## src/hw/rtl/deq_pkg.sv

```systemverilog
// shared types and constants for the double-ended queue core
// action, status and datapath operation codes, controller/datapath structs
// no dependencies
package deq_pkg;

  localparam int DEQ_DEPTH = 64;
  localparam int DATA_W    = 32;
  localparam int ACT_W     = 3;
  localparam int STAT_W    = 3;
  localparam int OP_W      = 4;

  // input actions
  localparam logic [ACT_W-1:0] ACT_PUSH_FRONT = 3'd0;
  localparam logic [ACT_W-1:0] ACT_POP_FRONT  = 3'd1;
  localparam logic [ACT_W-1:0] ACT_PUSH_BACK  = 3'd2;
  localparam logic [ACT_W-1:0] ACT_POP_BACK   = 3'd3;
  localparam logic [ACT_W-1:0] ACT_LIST       = 3'd4;

  // result status
  localparam logic [STAT_W-1:0] ST_PUSHED = 3'd0;
  localparam logic [STAT_W-1:0] ST_POPPED = 3'd1;
  localparam logic [STAT_W-1:0] ST_LISTED = 3'd2;
  localparam logic [STAT_W-1:0] ST_EMPTY  = 3'd3;
  localparam logic [STAT_W-1:0] ST_FULL   = 3'd4;

  // datapath operations issued by the controller
  localparam logic [OP_W-1:0] OP_NONE       = 4'd0;
  localparam logic [OP_W-1:0] OP_PUSH_FRONT = 4'd1;
  localparam logic [OP_W-1:0] OP_PUSH_BACK  = 4'd2;
  localparam logic [OP_W-1:0] OP_POP_FRONT  = 4'd3;
  localparam logic [OP_W-1:0] OP_POP_BACK   = 4'd4;
  localparam logic [OP_W-1:0] OP_LIST_FIRST = 4'd5;
  localparam logic [OP_W-1:0] OP_LIST_NEXT  = 4'd6;
  localparam logic [OP_W-1:0] OP_REP_EMPTY  = 4'd7;
  localparam logic [OP_W-1:0] OP_REP_FULL   = 4'd8;

  typedef struct packed {
    logic [OP_W-1:0] op;
  } deq_cmd_t;

  typedef struct packed {
    logic empty;
    logic full;
    logic one_left;
    logic list_end;
  } deq_stat_t;

endpackage

```

## src/hw/rtl/double_ended_queue_core.sv

```systemverilog
// top level of the double-ended queue core
// channel   | handshake               | payload
// command   | start_i, busy_o         | action_i, value_i
// result    | out_valid_o (strobe)    | status_o, result_value_o, last_o
//
// push, pop and reported empty/full: the result strobe follows the command
// transfer in the next cycle and busy_o stays low
// listing reads each entry once from the ram, with busy_o high for all but the first read
// reset clears the front pointer, count and list counter at once; the entry ram is not cleared
// results cannot be held off: each is presented for exactly one cycle
// depends on deq_pkg, deq_ctrl, deq_dp
module double_ended_queue_core
  import deq_pkg::*;
#(
  parameter int DEPTH = DEQ_DEPTH
) (
  input  logic                     clk_i,
  input  logic                     rst_ni,
  input  logic                     start_i,
  output logic                     busy_o,
  input  logic [ACT_W-1:0]         action_i,
  input  logic signed [DATA_W-1:0] value_i,
  output logic                     out_valid_o,
  output logic [STAT_W-1:0]        status_o,
  output logic signed [DATA_W-1:0] result_value_o,
  output logic                     last_o
);

  deq_cmd_t  cmd;
  deq_stat_t stat;

  deq_ctrl u_ctrl (
    .clk_i    (clk_i),
    .rst_ni   (rst_ni),
    .start_i  (start_i),
    .action_i (action_i),
    .stat_i   (stat),
    .cmd_o    (cmd),
    .busy_o   (busy_o)
  );

  deq_dp #(
    .DEPTH (DEPTH)
  ) u_dp (
    .clk_i          (clk_i),
    .rst_ni         (rst_ni),
    .cmd_i          (cmd),
    .value_i        (value_i),
    .stat_o         (stat),
    .out_valid_o    (out_valid_o),
    .status_o       (status_o),
    .result_value_o (result_value_o),
    .last_o         (last_o)
  );

endmodule

```

## src/hw/rtl/deq_ram.sv

```systemverilog
// generic single-port ram with registered read
// no reset on the array or the read data
// no dependencies
module deq_ram #(
  parameter int WIDTH = 32,
  parameter int DEPTH = 64
) (
  input  logic                     clk_i,
  input  logic                     we_i,
  input  logic                     re_i,
  input  logic [$clog2(DEPTH)-1:0] addr_i,
  input  logic [WIDTH-1:0]         wdata_i,
  output logic [WIDTH-1:0]         rdata_o
);

  logic [WIDTH-1:0] mem_q [DEPTH];
  logic [WIDTH-1:0] rdata_q;

  always_ff @(posedge clk_i) begin
    if (we_i) begin
      mem_q[addr_i] <= wdata_i;
    end
    if (re_i) begin
      rdata_q <= mem_q[addr_i];
    end
  end

  assign rdata_o = rdata_q;

endmodule

```

## src/hw/rtl/deq_ctrl.sv

```systemverilog
// controller for the double-ended queue core
// decodes actions into datapath operations and sequences listing
// depends on deq_pkg
module deq_ctrl
  import deq_pkg::*;
(
  input  logic             clk_i,
  input  logic             rst_ni,
  input  logic             start_i,
  input  logic [ACT_W-1:0] action_i,
  input  deq_stat_t        stat_i,
  output deq_cmd_t         cmd_o,
  output logic             busy_o
);

  localparam logic S_IDLE = 1'b0;
  localparam logic S_LIST = 1'b1;

  logic state_q, state_d;

  always_comb begin
    state_d    = state_q;
    cmd_o.op   = OP_NONE;
    case (state_q)
      S_IDLE: begin
        if (start_i) begin
          case (action_i)
            ACT_PUSH_FRONT: cmd_o.op = stat_i.full ? OP_REP_FULL : OP_PUSH_FRONT;
            ACT_PUSH_BACK:  cmd_o.op = stat_i.full ? OP_REP_FULL : OP_PUSH_BACK;
            ACT_POP_FRONT:  cmd_o.op = stat_i.empty ? OP_REP_EMPTY : OP_POP_FRONT;
            ACT_POP_BACK:   cmd_o.op = stat_i.empty ? OP_REP_EMPTY : OP_POP_BACK;
            ACT_LIST: begin
              if (stat_i.empty) begin
                cmd_o.op = OP_REP_EMPTY;
              end else begin
                cmd_o.op = OP_LIST_FIRST;
                // a single entry is done by the first list read alone
                if (!stat_i.one_left) begin
                  state_d = S_LIST;
                end
              end
            end
            default: cmd_o.op = OP_NONE;
          endcase
        end
      end
      S_LIST: begin
        cmd_o.op = OP_LIST_NEXT;
        if (stat_i.list_end) begin
          state_d = S_IDLE;
        end
      end
      default: state_d = S_IDLE;
    endcase
  end

  always_ff @(posedge clk_i or negedge rst_ni) begin
    if (!rst_ni) begin
      state_q <= S_IDLE;
    end else begin
      state_q <= state_d;
    end
  end

  assign busy_o = (state_q == S_LIST);

endmodule

```

## src/hw/rtl/deq_dp.sv

```systemverilog
// datapath for the double-ended queue core
// front ring pointer, entry count, list counter, entry ram and result registers
// depends on deq_pkg and deq_ram
module deq_dp
  import deq_pkg::*;
#(
  parameter int DEPTH = DEQ_DEPTH
) (
  input  logic                     clk_i,
  input  logic                     rst_ni,
  input  deq_cmd_t                 cmd_i,
  input  logic signed [DATA_W-1:0] value_i,
  output deq_stat_t                stat_o,
  output logic                     out_valid_o,
  output logic [STAT_W-1:0]        status_o,
  output logic signed [DATA_W-1:0] result_value_o,
  output logic                     last_o
);

  localparam int IDX_W = $clog2(DEPTH);
  localparam int CNT_W = $clog2(DEPTH + 1);

  logic [IDX_W-1:0]  front_q, front_d;
  logic [CNT_W-1:0]  count_q, count_d;
  logic [CNT_W-1:0]  list_q, list_d;
  logic              valid_q, valid_d;
  logic [STAT_W-1:0] status_q, status_d;
  logic              last_q, last_d;
  logic              sel_q, sel_d;

  logic [CNT_W-1:0]  offset;
  logic [IDX_W:0]    slot_sum;
  logic [IDX_W-1:0]  slot;
  logic [IDX_W-1:0]  front_dec;
  logic [IDX_W-1:0]  front_inc;
  logic [IDX_W-1:0]  ram_addr;
  logic              ram_we;
  logic              ram_re;
  logic [DATA_W-1:0] ram_rdata;

  assign stat_o.empty    = (count_q == '0);
  assign stat_o.full     = (count_q == CNT_W'(DEPTH));
  assign stat_o.one_left = (count_q == CNT_W'(1));
  assign stat_o.list_end = (list_q == CNT_W'(1));

  assign front_dec = (front_q == '0) ? IDX_W'(DEPTH - 1) : front_q - 1'b1;
  assign front_inc = (front_q == IDX_W'(DEPTH - 1)) ? '0 : front_q + 1'b1;

  // ring slot at an offset from the front; offset is below depth whenever the slot is used
  always_comb begin
    case (cmd_i.op)
      OP_PUSH_BACK: offset = count_q;
      OP_LIST_NEXT: offset = list_q - 1'b1;
      OP_POP_FRONT: offset = '0;
      default:      offset = count_q - 1'b1;
    endcase
    slot_sum = {1'b0, front_q} + {1'b0, offset[IDX_W-1:0]};
    if (slot_sum >= (IDX_W+1)'(DEPTH)) begin
      slot = IDX_W'(slot_sum - (IDX_W+1)'(DEPTH));
    end else begin
      slot = slot_sum[IDX_W-1:0];
    end
  end

  always_comb begin
    front_d  = front_q;
    count_d  = count_q;
    list_d   = list_q;
    valid_d  = 1'b1;
    status_d = status_q;
    last_d   = 1'b1;
    sel_d    = 1'b0;
    ram_we   = 1'b0;
    ram_re   = 1'b0;
    ram_addr = slot;
    case (cmd_i.op)
      OP_PUSH_FRONT: begin
        ram_we   = 1'b1;
        ram_addr = front_dec;
        front_d  = front_dec;
        count_d  = count_q + 1'b1;
        status_d = ST_PUSHED;
      end
      OP_PUSH_BACK: begin
        ram_we   = 1'b1;
        count_d  = count_q + 1'b1;
        status_d = ST_PUSHED;
      end
      OP_POP_FRONT: begin
        ram_re   = 1'b1;
        front_d  = front_inc;
        count_d  = count_q - 1'b1;
        status_d = ST_POPPED;
        sel_d    = 1'b1;
      end
      OP_POP_BACK: begin
        ram_re   = 1'b1;
        count_d  = count_q - 1'b1;
        status_d = ST_POPPED;
        sel_d    = 1'b1;
      end
      OP_LIST_FIRST: begin
        ram_re   = 1'b1;
        list_d   = count_q - 1'b1;
        status_d = ST_LISTED;
        last_d   = stat_o.one_left;
        sel_d    = 1'b1;
      end
      OP_LIST_NEXT: begin
        ram_re   = 1'b1;
        list_d   = list_q - 1'b1;
        status_d = ST_LISTED;
        last_d   = stat_o.list_end;
        sel_d    = 1'b1;
      end
      OP_REP_EMPTY: status_d = ST_EMPTY;
      OP_REP_FULL:  status_d = ST_FULL;
      default: begin
        valid_d = 1'b0;
        last_d  = last_q;
      end
    endcase
  end

  always_ff @(posedge clk_i or negedge rst_ni) begin
    if (!rst_ni) begin
      front_q  <= '0;
      count_q  <= '0;
      list_q   <= '0;
      valid_q  <= 1'b0;
      status_q <= ST_PUSHED;
      last_q   <= 1'b0;
      sel_q    <= 1'b0;
    end else begin
      front_q  <= front_d;
      count_q  <= count_d;
      list_q   <= list_d;
      valid_q  <= valid_d;
      status_q <= status_d;
      last_q   <= last_d;
      sel_q    <= sel_d;
    end
  end

  deq_ram #(
    .WIDTH (DATA_W),
    .DEPTH (DEPTH)
  ) u_ram (
    .clk_i   (clk_i),
    .we_i    (ram_we),
    .re_i    (ram_re),
    .addr_i  (ram_addr),
    .wdata_i (value_i),
    .rdata_o (ram_rdata)
  );

  // read data lands in the ram output register in the same cycle as the strobe
  assign out_valid_o    = valid_q;
  assign status_o       = status_q;
  assign last_o         = last_q;
  assign result_value_o = sel_q ? $signed(ram_rdata) : '0;

endmodule
```

## config.mk

```make
export PLATFORM = sky130hd
export DESIGN_NAME = double_ended_queue_core
export DESIGN_NICKNAME = d
export VERILOG_FILES = /design/src/hw/rtl/deq_pkg.sv /design/src/hw/rtl/double_ended_queue_core.sv /design/src/hw/rtl/deq_ram.sv /design/src/hw/rtl/deq_ctrl.sv /design/src/hw/rtl/deq_dp.sv
export SDC_FILE = /design/constraint.sdc
export NUM_CORES = 2
export LEC_CHECK = 0
export BUFFER_PORTS_ARGS = -buffer_cell sky130_fd_sc_hd__buf_2
export CAP_MARGIN = 5
export CORE_ASPECT_RATIO = 1.25
export CORE_MARGIN = 3
export CORE_UTILIZATION = 38
export DETAILED_ROUTE_END_ITERATION = 6
export SLEW_MARGIN = 40
export SYNTH_ARGS = -nofsm -noshare
export SYNTH_HDL_FRONTEND = slang
export SYNTH_SLANG_ARGS = --single-unit
```

## constraint.sdc

```tcl
create_clock -name clk_i -period 7.3 [get_ports clk_i]
set_input_delay 0.365 -clock clk_i [delete_from_list [all_inputs] [get_ports clk_i]]
set_output_delay 0.365 -clock clk_i [all_outputs]
set_load 0.05 [all_outputs]
```

# After elaboration in Yosys (flattened, before gate mapping)
# Memories as Yosys holds them, arrays and structs flattened. A register that Yosys moved wholly into a read port is not among the register bits.
# Index checks and enable logic that the tools add are counted.
[totals]
ff_bits = 27
mem_bits_rw = 2048
in_bits = 38
n_memories = 1
[mem_list]
columns = ["memory", "words", "width", "read_ports", "rd_ports_with_merged_regs", "write_ports", "line", "source"]
rows = [
  ["u_dp.u_ram.mem_q", 64, 32, 1, 1, 1, "deq_ram.sv:16", "logic [WIDTH-1:0] mem_q [DEPTH];"],
]
[op_classes]
addsub = 7
magnitude_cmp = 1
n_eq_ne = 16
muxes = 30
n_bitwise = 1
reduce_logical = 14
[ops]
columns = ["cell", "count"]
rows = [
  ["two-way mux 32 bit", 1],
  ["one-hot mux 7 bit (2 select lines)", 2],
  ["two-way mux 6 bit", 4],
  ["one-hot mux 4 bit (5 select lines)", 1],
  ["one-hot mux 6 bit (3 select lines)", 1],
  ["equality test 4 x 3 -> 1 bit (second input constant)", 4],
  ["one-hot mux 3 bit (5 select lines)", 1],
  ["equality test 7 x 1 -> 1 bit (second input constant)", 2],
  ["subtractor 7 x 1 -> 7 bit (second input constant)", 2],
  ["two-way mux 4 bit", 3],
  ["one-hot mux 6 bit (2 select lines)", 1],
  ["subtractor 6 x 1 -> 6 bit (second input constant)", 2],
  ["two-way mux 1 bit", 10],
  ["equality test 4 x 2 -> 1 bit (second input constant)", 2],
  ["one-hot mux 4 bit (2 select lines)", 1],
  ["OR reduction 8 bit", 1],
  ["adder 6 x 6 -> 7 bit", 1],
  ["adder 7 x 1 -> 7 bit (second input constant)", 1],
  ["equality test 7 bit (second input constant)", 1],
  [">= comparator 7 bit (second input constant)", 1],
  ["zero test 7 bit", 1],
  ["adder 6 x 1 -> 6 bit (second input constant)", 1],
  ["equality test 3 x 2 -> 1 bit (second input constant)", 2],
  ["equality test 6 bit (second input constant)", 1],
  ["17 further kinds", 22],
]

# Longest topological paths before layout
[logic_depth]
word_depth = 11
ltp_mapped = 26
mapped_depth_nobuf = 21

# Cells and area by module
# A second synthesis with hierarchy kept.
[hier_totals]
hier_cells = 4585
hier_area_um2 = 81914.8
[by_module_without_submodules]
columns = ["module", "n_inst", "cells_per_inst", "area_per_inst_um2", "seq_area_each_um2"]
rows = [
  ["deq_ram", 1, 4239, 79248.5, 62459.9],
  ["deq_dp", 1, 323, 2496.1, 650.6],
  ["deq_ctrl", 1, 23, 170.2, 25.0],
]

# Least setup slack after synthesis
# Ideal clock, no wire load.
[synth_timing]
path_type = "register to register"
start = "register u_dp.count_q[3]"
end = "memory u_dp.u_ram.mem_q[24][0] (enable)"
t_arrival_ns = 6.090
required_time_ns = 6.879
setup_slack_ns = 0.788
stages_incl_launch_ff = 19
period_less_slack_ns = 6.512
cell_sequence = "dfrtp_1 buf_2 or3_1 or4_1 a21boi_0 and3_1 a22oi_1 a21oi_1 ha_1 inv_1 fa_1 clkbuf_1 nand2_1 o32a_1 nor2_1 clkbuf_1 clkbuf_1 nand2_1 nor2_1"
[synth_via]
elab_chain_len = 11
word_cells_on_any_way = 25
cone_classes = "add/sub (3); order compare (1); eq/ne (5); mux (14); reduce/logical (2)"
[synth_rtl]
columns = ["element", "line", "source"]
rows = [
  ["start: declaration", "deq_dp.sv:24", "logic [CNT_W-1:0] count_q, count_d;"],
  ["start signal: assignment", "deq_dp.sv:136", "count_q <= count_d;"],
  ["equality test 7 bit or zero test 7 bit (tied branches)", "deq_dp.sv:42, deq_dp.sv:41", ""],
  ["two-way mux 4 bit, or another cell as far along", "deq_ctrl.sv:28", "ACT_PUSH_FRONT: cmd_o.op = stat_i.full ? OP_REP_FULL : OP_PUSH_FRONT;"],
  ["one-hot mux 4 bit (5 select lines)", "deq_ctrl.sv:27", "case (action_i)"],
  ["two-way mux 4 bit", "deq_ctrl.sv:26", "if (start_i) begin"],
  ["one-hot mux 4 bit (2 select lines)", "deq_ctrl.sv:24", "case (state_q)"],
  ["equality test 4 x 2 -> 1 bit, or another cell as far along", "deq_dp.sv:51", "case (cmd_i.op)"],
  ["one-hot mux 6 bit (3 select lines)", "deq_dp.sv:51", ""],
  ["adder 6 x 6 -> 7 bit", "deq_dp.sv:57", "slot_sum = {1'b0, front_q} + {1'b0, offset[IDX_W-1:0]};"],
  ["subtractor 6 x 1 -> 6 bit or >= comparator 7 bit (tied branches)", "deq_dp.sv:59, deq_dp.sv:58", ""],
  ["two-way mux 6 bit", "deq_dp.sv:58", "if (slot_sum >= (IDX_W+1)'(DEPTH)) begin"],
  ["two-way mux 6 bit", "deq_dp.sv:76", "case (cmd_i.op)"],
  ["end: declaration", "deq_ram.sv:16", ""],
]
# Several ways; a longest one is shown, not always the timed one.

# Worst setup path in the final report
[layout_timing]
start = "register u_dp.count_q[0]"
end = "register u_dp.u_ram.rdata_q[14], in the netlist u_dp.u_ram.rdata_o[14] (read register of u_dp.u_ram.mem_q) (data pin)"
[layout_via]
elab_chain_len = 11
word_cells_on_any_way = 25
cone_classes = "add/sub (3); order compare (1); eq/ne (7); mux (12); reduce/logical (2)"
[layout_rtl]
columns = ["element", "line", "source"]
rows = [
  ["equality test 7 bit or zero test 7 bit (tied branches)", "deq_dp.sv:42, deq_dp.sv:41", ""],
  ["two-way mux 4 bit, or another cell as far along", "deq_ctrl.sv:28", ""],
  ["one-hot mux 4 bit (5 select lines)", "deq_ctrl.sv:27", ""],
  ["two-way mux 4 bit", "deq_ctrl.sv:26", ""],
  ["one-hot mux 4 bit (2 select lines)", "deq_ctrl.sv:24", ""],
  ["equality test 4 x 2 -> 1 bit, or another cell as far along", "deq_dp.sv:51, deq_dp.sv:76", ""],
  ["one-hot mux 6 bit (3 select lines)", "deq_dp.sv:51", ""],
  ["adder 6 x 6 -> 7 bit", "deq_dp.sv:57", ""],
  ["subtractor 6 x 1 -> 6 bit or >= comparator 7 bit (tied branches)", "deq_dp.sv:59, deq_dp.sv:58", ""],
  ["two-way mux 6 bit", "deq_dp.sv:58", ""],
  ["two-way mux 6 bit", "deq_dp.sv:76", ""],
  ["end: declaration", "deq_ram.sv:17", "logic [WIDTH-1:0] rdata_q;"],
]
# Several ways; a longest one is shown, not always the timed one.
# A chain may end at the register's enable or synchronous reset.

==> run metrics <==
Crit path required time 7.89 ns; ys flop type edfxtp_1; Critical Path Sink u_dp.u_ram.rdata_o[14]; Final period util 94.6%; CTS tree done; total global routing overflow 0; post-layout util 44.6%; Net count, final 5671; CP Max Fanout 19; CP max-delay cell a21oi_1; CTS max path bufs 3; Hold Vio Cnt, Final 0; chip width about 420 microns; max incr delay on CP just under 0.5 ns; Die Ht about 520 microns; Post-synth EDFFs 2080; Initial Utilization a little under two fifths; Vias 51000; drt total wl 254000 microns; post-synth top area share between 70% and 80%; via density per instance approximately 6.0; Crit. path cell count 21; count leader, synth edfxtp_1; Worst slew margin 42.0%; number of DRC markers in iteration 0 7318; Root Buffer clkbuf_16; #FFs+latches synth about 2100; Num CTS Buffers 203; per-cell routed wire length 29.7 microns; Worst Skew 0.0386 ns; Fmax about 140 MHz; minimum clock period 6.91 ns; first-pass GRT wire length 362000 microns; CORE AREA 213000 sq um; Largest delay share family, worst path compound AO/OA/AOI/OAI gates; total track usage 22.7%; worst hold path class in -> reg; die area 220000 sq um; ys async rst share about 1.3%; M1 WL just under 100000 microns; reg2reg path depth 21; final setup vio count 0; failing checks design-rule violations; fraction of layout cells with a size suffix above 1 13.8%; WHS 0.0384 ns; arrival time worst endpoint 7.50 ns; Area Overhead vs Synth 16.2%; # clock sinks 2107; buffers and inverters on the worst path 3; TNS Setup 0 ns; H-tree levels 4; clk_lat worst skew 0.87 ns; port bufs 75; worst-margin pin slew between 0.8 and 0.9 ns; Clock transition at path regs 0.06 ns; gpl congestion 0.910; critical path type reg -> reg; CP Launch Type flip-flop; Yosys warnings 0; top post-synthesis cells by area edfxtp_1 (77%), nand2_1 (4.2%), a21oi_1 (2.9%); Remaining DRCs 7; largest net degree at the start of global routing 93; I/O Pins 76; Placement Setup Slack 0.381 ns; highest metal used met5; met2 wire length 123000 microns; vias in the first global route 49900; cells after synthesis 5379; status complete, but fails checks; reg2reg start u_dp.count_q[0]; Post-synth top cells edfxtp_1 (2080), nand2_1 (904), a21oi_1 (470), nor2_1 (189), a22oi_1 (157); initial antenna violation count 9; Worst Hold Depth 1; synthesized cell area 81600 sq um; drt pass-1 iters 7; worst path cell trace inv_1, ha_1, nand2b_1, o311ai_0, o211ai_1, a21boi_0, and3_1, a22oi_1, a21oi_1, ha_1, inv_1, fa_1, xor2_1, nor2_1, a32o_4, buf_4, a222oi_1, nand2_1, a21oi_1, o32ai_1, or3_1; Final Worst Setup Slack 0.392 ns; Post-DRT Antenna Nets 0; DP Wirelength ~150000 microns; Avg Cell Area, Syn 15.2 sq um; Slew Viols, Final 0; CP startpoint u_dp.count_q[0]; placement row count roughly 190; WL met3 21200 microns; RSZ-0062 raised after global routing false; Reg2Reg Setup Slack 0.39 ns; Worst setup EP type flip-flop; post-synth top area cell edfxtp_1; Synthesized Nets 5432; Cell variety after synth 83; Reg2Reg Capture Point u_dp.u_ram.rdata_o[14]; Max Cap Viol 0; Seq/Total Area, Yosys approximately 77%
-- layout by cell type (no fill, tap or decap), drive strengths merged, types with 10 or more instances in the layout --
master	Yosys	layout
ha	14	14
and2	34	34
nand3	37	37
inv	18	26
o22ai	52	52
xnor2	13	13
edfxtp	2080	2080
nor4	74	74
mux2i	144	144
a222oi	74	74
or4	10	10
dfrtp	27	27
a221o	50	50
a22o	50	50
buf	229	391
clkinvlp	0	11
a22oi	158	158
a21oi	472	472
a31oi	30	30
o21ai	114	114
nor3	83	83
a2111oi	21	21
nand2	904	904
nand4	34	34
nor2	189	189
o32ai	17	17
clkinv	1	95
a221oi	139	139
a211oi	23	23
o221ai	13	13
o2111ai	26	26
clkbuf	131	238
bufinv	0	26
-- kinds of logic after synthesis --
logic type / count (synthesis) / share of synthesized area [%]
flops: 2107 / 77.4
mux: 151 / 1.86
simple gates: 1405 / 7.31
buf+inv: 379 / 2.03
compound gates: 1300 / 11.0
xor+xnor: 22 / 0.236
fa+ha+maj: 15 / 0.239
-- worst min-delay path by stage --
stage	from	to
after floorplan	rst_ni	u_ctrl.busy_o
after global placement	rst_ni	u_dp.list_q[3]
after detailed placement	rst_ni	u_dp.count_q[6]
after CTS	value_i[22]	u_dp.u_ram.mem_q[56][22]
after global routing	value_i[30]	u_dp.u_ram.mem_q[24][30]
final	value_i[22]	u_dp.u_ram.mem_q[48][22]
-- what timing repair did --
item	in CTS	in global routing
hold buffers	3	0
buffers inserted	0	0
resized for setup	0	2
hold endpoints to repair	29	0
setup endpoints to repair	0	4
-- sequential cells by signal, summed over array words and instances (netlist names) --
name	count
u_dp.out_valid_o	1
u_dp.sel_q	1
u_dp.u_ram.mem_q	2048
u_dp.last_o	1
u_ctrl.busy_o	1
u_dp.status_o	3
u_dp.count_q	7
u_dp.u_ram.rdata_o	32
u_dp.front_q	6
u_dp.list_q	7
-- cell type report --
| class | instances | area [sq um] |
|---|---|---|
| Fill cell | 18500 | 118000 |
| Sequential cell | 2107 | 63100 |
| Multi-Input combinational cell | 2893 | 17600 |
| Clock buffer | 238 | 5250 |
| Timing Repair Buffer | 394 | 3720 |
| Tap cell | 2769 | 3460 |
| Clock inverter | 139 | 1550 |
| Inverter | 19 | 71.3 |
| Antenna cell | 4 | 10.0 |
-- stage by stage --
step / std cells / cell area [sq um]
finish: 8563 / 94800
global route: 8560 / 94800
CTS: 8559 / 94800
detailed placement: 8179 / 88000
global placement: 8173 / 87800
floorplan: 5379 / 81600
-- layer usage --
metal	vias to the layer above	track usage, %
li1	21600	-
met1	26100	29.9
met2	2730	37.3
met3	475	3.23
met4	2	10.2
met5	-	0
Power is left out: the tool's default activity adds up to more than one toggle a clock period on the data nets, which glitch-free logic cannot reach.
